[config.mk]
export PLATFORM = sky130hd
export DESIGN_NAME = lca_front
export DESIGN_NICKNAME = d
export VERILOG_FILES = /design/src/rtl/lca_pkg.sv /design/src/rtl/lca_front.sv
export SDC_FILE = /design/constraint.sdc
export NUM_CORES = 1
export LEC_CHECK = 0
export BUFFER_PORTS_ARGS = -buffer_cell sky130_fd_sc_hd__buf_2
export CAP_MARGIN = 25
export CORE_MARGIN = 2
export CORE_UTILIZATION = 55
export CTS_CLUSTER_SIZE = 14
export DETAILED_ROUTE_END_ITERATION = 10
export PLACE_DENSITY_LB_ADDON = 0.1
export SLEW_MARGIN = 10
export SYNTH_ARGS = -nofsm -noshare
export SYNTH_HDL_FRONTEND = slang
export SYNTH_SLANG_ARGS = --single-unit
[constraint.sdc]
create_clock -name clk_i -period 8.5 [get_ports clk_i]
set_clock_uncertainty 0.1 [all_clocks]
set_input_delay 1.275 -clock clk_i [delete_from_list [all_inputs] [get_ports clk_i]]
set_output_delay 1.275 -clock clk_i [all_outputs]
set_load 0.1 [all_outputs]
[src/rtl/lca_pkg.sv]
// ----------------------------------------------------------------------------
// lca_pkg
// Shared types and constants of the linear classifier argmax unit.
// ----------------------------------------------------------------------------
package lca_pkg;

  localparam int NUM_CLASSES_DEF  = 10;
  localparam int NUM_FEATURES_DEF = 784;
  localparam int WEIGHT_W         = 32;
  localparam int FEAT_W           = 16;
  localparam int PROD_W           = WEIGHT_W + FEAT_W;

  typedef enum logic {
    CMD_LOAD = 1'b0,
    CMD_FEAT = 1'b1
  } lca_cmd_e;

  typedef struct packed {
    logic                       opcode;
    logic [3:0]                 class_index;
    logic [9:0]                 weight_index;
    logic signed [WEIGHT_W-1:0] weight_value;
    logic signed [FEAT_W-1:0]   feature_value;
    logic                       last_feature;
    logic [3:0]                 sample_label;
  } lca_in_t;

  typedef struct packed {
    logic [3:0]  predicted_class;
    logic        is_correct;
    logic [31:0] correct_count;
    logic [31:0] total_count;
  } lca_out_t;

  typedef struct packed {
    lca_cmd_e                   kind;
    logic [3:0]                 cls;
    logic [9:0]                 widx;
    logic signed [WEIGHT_W-1:0] wval;
    logic signed [FEAT_W-1:0]   feat;
    logic                       last;
    logic [3:0]                 label;
  } lca_cmd_t;

endpackage

[src/rtl/lca_front.sv]
// ----------------------------------------------------------------------------
// lca_front
// Input side: accepts items, drops out-of-range weight loads and queues
// commands for the execution side in a two-entry queue.
// ----------------------------------------------------------------------------
module lca_front #(
  parameter int NUM_CLASSES  = lca_pkg::NUM_CLASSES_DEF,
  parameter int NUM_FEATURES = lca_pkg::NUM_FEATURES_DEF
) (
  input  logic              clk_i,
  input  logic              rst_ni,
  input  logic              in_valid_i,
  output logic              in_stall_o,
  input  lca_pkg::lca_in_t  in_data_i,
  output logic              cmd_valid_o,
  input  logic              cmd_pop_i,
  output lca_pkg::lca_cmd_t cmd_o
);

  import lca_pkg::*;

  lca_cmd_t   mem_q [2];
  logic       wr_ptr_q, rd_ptr_q;
  logic [1:0] cnt_q;
  logic       keep, push, pop;
  lca_cmd_t   cmd_new;

  always_comb begin
    cmd_new.kind  = lca_cmd_e'(in_data_i.opcode);
    cmd_new.cls   = in_data_i.class_index;
    cmd_new.widx  = in_data_i.weight_index;
    cmd_new.wval  = in_data_i.weight_value;
    cmd_new.feat  = in_data_i.feature_value;
    cmd_new.last  = in_data_i.last_feature;
    cmd_new.label = in_data_i.sample_label;
  end

  assign keep = (cmd_new.kind == CMD_FEAT) ||
                ((32'(in_data_i.class_index) < 32'(NUM_CLASSES)) &&
                 (32'(in_data_i.weight_index) <= 32'(NUM_FEATURES)));

  assign in_stall_o  = (cnt_q == 2'd2);
  assign push        = in_valid_i && !in_stall_o && keep;
  assign cmd_valid_o = (cnt_q != 2'd0);
  assign pop         = cmd_pop_i && cmd_valid_o;
  assign cmd_o       = mem_q[rd_ptr_q];

  always_ff @(posedge clk_i) begin
    if (push) begin
      mem_q[wr_ptr_q] <= cmd_new;
    end
  end

  always_ff @(posedge clk_i or negedge rst_ni) begin
    if (!rst_ni) begin
      wr_ptr_q <= 1'b0;
      rd_ptr_q <= 1'b0;
      cnt_q    <= 2'd0;
    end else begin
      if (push) begin
        wr_ptr_q <= ~wr_ptr_q;
      end
      if (pop) begin
        rd_ptr_q <= ~rd_ptr_q;
      end
      if (push && !pop) begin
        cnt_q <= cnt_q + 2'd1;
      end else if (pop && !push) begin
        cnt_q <= cnt_q - 2'd1;
      end
    end
  end

endmodule

==> results.json <==
{
  "r2r_end": "mem_q[0][45]$_DFFE_PP_",
  "drt_iter0_drc": 102,
  "min_path_type": "reg -> reg",
  "viasPerCell": 5.12,
  "route.vias.total": 2640,
  "ys_warn_count": 0,
  "grt_setup_unrepaired": "no",
  "ant_nets": 0,
  "hpwl_um": 5560,
  "multi_input_area_um2": 926,
  "drtPass1Iterations": 4,
  "numCtsBuffers": 17,
  "clock_latency_ps": 510,
  "fp.coreArea_um2": 9150,
  "outcome": "complete, no violations",
  "final_area_um2": 6590,
  "grt_max_degree": 69,
  "path_max_fanout": 49,
  "dieArea_um2": 10100,
  "clock.fmax_mhz": 254,
  "finalHoldViolCount": 0,
  "arrival_ps": 2570,
  "antenna_cells": 0,
  "clk_pin_slew_ps": 60,
  "io_buffers": 141,
  "ctsHoldBuffers": 0,
  "wl_per_cell_um": 17.6,
  "start_kind": "register",
  "yosys_register_bits": 140,
  "endpoint_kind": "output pin",
  "grt_pass1_wl_um": 13300,
  "grt-ovfl-total": 0,
  "slew_headroom": 0.385,
  "register_area_um2": 4190,
  "critPathKind": "reg -> out",
  "fp-row-count": 35,
  "whs_endpoint": "wr_ptr_q$_DFFE_PN0P_",
  "crit_start": "rd_ptr_q$_DFFE_PN0P_",
  "antenna_found_initial": 0,
  "avgSynthCellArea_um2": 21.6,
  "synth_fp_nets": 311,
  "setup_tns_ps": 0,
  "worst_pin_slew_ps": 922,
  "fp.dieW_um": 101,
  "drv_cap": 0,
  "grtUsageTotal": 0.182,
  "htreeDepth": 4,
  "nFillCells": 587,
  "r2r_slack_ps": 5500,
  "clockBufferDepth": 2,
  "postCtsSetupRepairBufs": 0,
  "final_cell_mix": "buf_2 (141), edfxtp_1 (136), mux2_2 (68)",
  "area_growth_pct": 28.2,
  "post_cts_resized": 0,
  "drc": 0,
  "drive_above_1_share": 0.612,
  "setup_viol_count_final": 0,
  "grt_pass1_vias": 2686,
  "dpl-instance-area_um2": 5970,
  "gp_congestion": 0.747,
  "die_h_um": 101,
  "clock_sinks": 140,
  "ys_seq_area_frac": 0.814,
  "final_common_cell": "buf_2",
  "drv_slew": 0,
  "io_pins": 142,
  "start_util": 0.561,
  "synth.distinct_cells": 20,
  "worstRegToRegCells": 5,
  "synthCells": 238,
  "fin_crit_sh": 0.464,
  "finalCriticalPeriod_ps": 3940,
  "drt-total-wl_um": 9060,
  "whs_path_depth": 1,
  "final_net_count": 465,
  "final_util": 0.720,
  "timing.rr.start": "cnt_q[1]$_DFFE_PN0P_",
  "cts_root_buffer": "clkbuf_8",
  "tritoncts": "done",
  "syn_area_um2": 5140,
  "worstPathRequired_ps": 7120,
  "hold_start": "wr_ptr_q$_DFFE_PN0P_"
}
-- registers in the layout, summed over array words and instances, names as in the netlist --
| name | cells |
|---|---|
| mem_q | 136 |
| cnt_q | 2 |
| rd_ptr_q | 1 |
| wr_ptr_q | 1 |
-- cells in the mapped netlist --
| cell type | n | share of area |
|---|---|---|
| ha_1 | 1 | 0.0024 |
| nor2b_1 | 1 | 0.0012 |
| xor2_1 | 2 | 0.0034 |
| edfxtp_1 | 136 | 0.79 |
| buf_2 | 3 | 0.0029 |
| inv_1 | 1 | 0.00073 |
| nor4_2 | 1 | 0.0024 |
| nand2_1 | 2 | 0.0015 |
| o21ai_0 | 1 | 0.00097 |
| and2_2 | 1 | 0.0015 |
| nor3_1 | 3 | 0.0029 |
| or2_2 | 1 | 0.0012 |
| dfrtp_1 | 4 | 0.019 |
| mux2_2 | 68 | 0.15 |
| buf_1 | 3 | 0.0022 |
| nor2_1 | 3 | 0.0022 |
| xnor2_1 | 3 | 0.0051 |
| o41ai_2 | 1 | 0.0032 |
| nor3b_1 | 1 | 0.0015 |
| clkbuf_1 | 2 | 0.0015 |
-- cells by family (layout without fill, tap and decap cells) --
kind of cell	Yosys count	count (layout)	share of synthesized area
AOI/OAI and AO/OA	2	2	0.00414
buffers and inverters	9	176	0.00730
and+or+nand+nor	13	13	0.0144
adders and majority gates	1	1	0.00243
muxes	68	68	0.149
xor gates and xnor gates	5	5	0.00852
DFF	140	140	0.814
-- worst max path at each step --
stage | end | slack [ps] | depth (start not counted)
2_1_floorplan | mem_q[0][0]$_DFFE_PP_ | 2750 | 4
3_3_place_gp | mem_q[0][39]$_DFFE_PP_ | 4280 | 6
3_5_place_dp | mem_q[0][34]$_DFFE_PP_ | 4250 | 6
4_1_cts | cmd_o[15] | 4540 | 3
5_1_grt | cmd_o[1] | 4420 | 3
6_report | cmd_o[37] | 4560 | 3
-- layout make-up --
type,instances,area share
Sequential cell,140,0.635
Tap cell,111,0.0211
Timing Repair Buffer,143,0.109
Inverter,1,0.000570
Clock buffer,18,0.0634
Multi-Input combinational cell,89,0.141
Clock inverter,14,0.0294
-- critical path: stages, from the launching register on --
cell,delay (ps)
dfrtp_2,670
buf_4,630
mux2_2,420
buf_2,290
-- layer usage --
layer | track usage | part of all wire | vias up
met3 | 0.0631 | 0.057 | 16
met5 | 0 | 0 | -
met2 | 0.292 | 0.51 | 93
met1 | 0.224 | 0.42 | 1272
li1 | - | - | 1259
met4 | 0.0854 | 0.018 | 0
-- metrics by stage --
stage               setup slack (ps)  hold WS (ps)  cells
finish                          4560           465    516
floorplan                       2750           355    238
global route                    4420           445    516
CTS                             4540           446    516
detailed placement              4250           453    484
global placement                4280           435    484
Power is not shown: default switching activity piles up to over one toggle a cycle in this logic, so the estimate is an artifact.
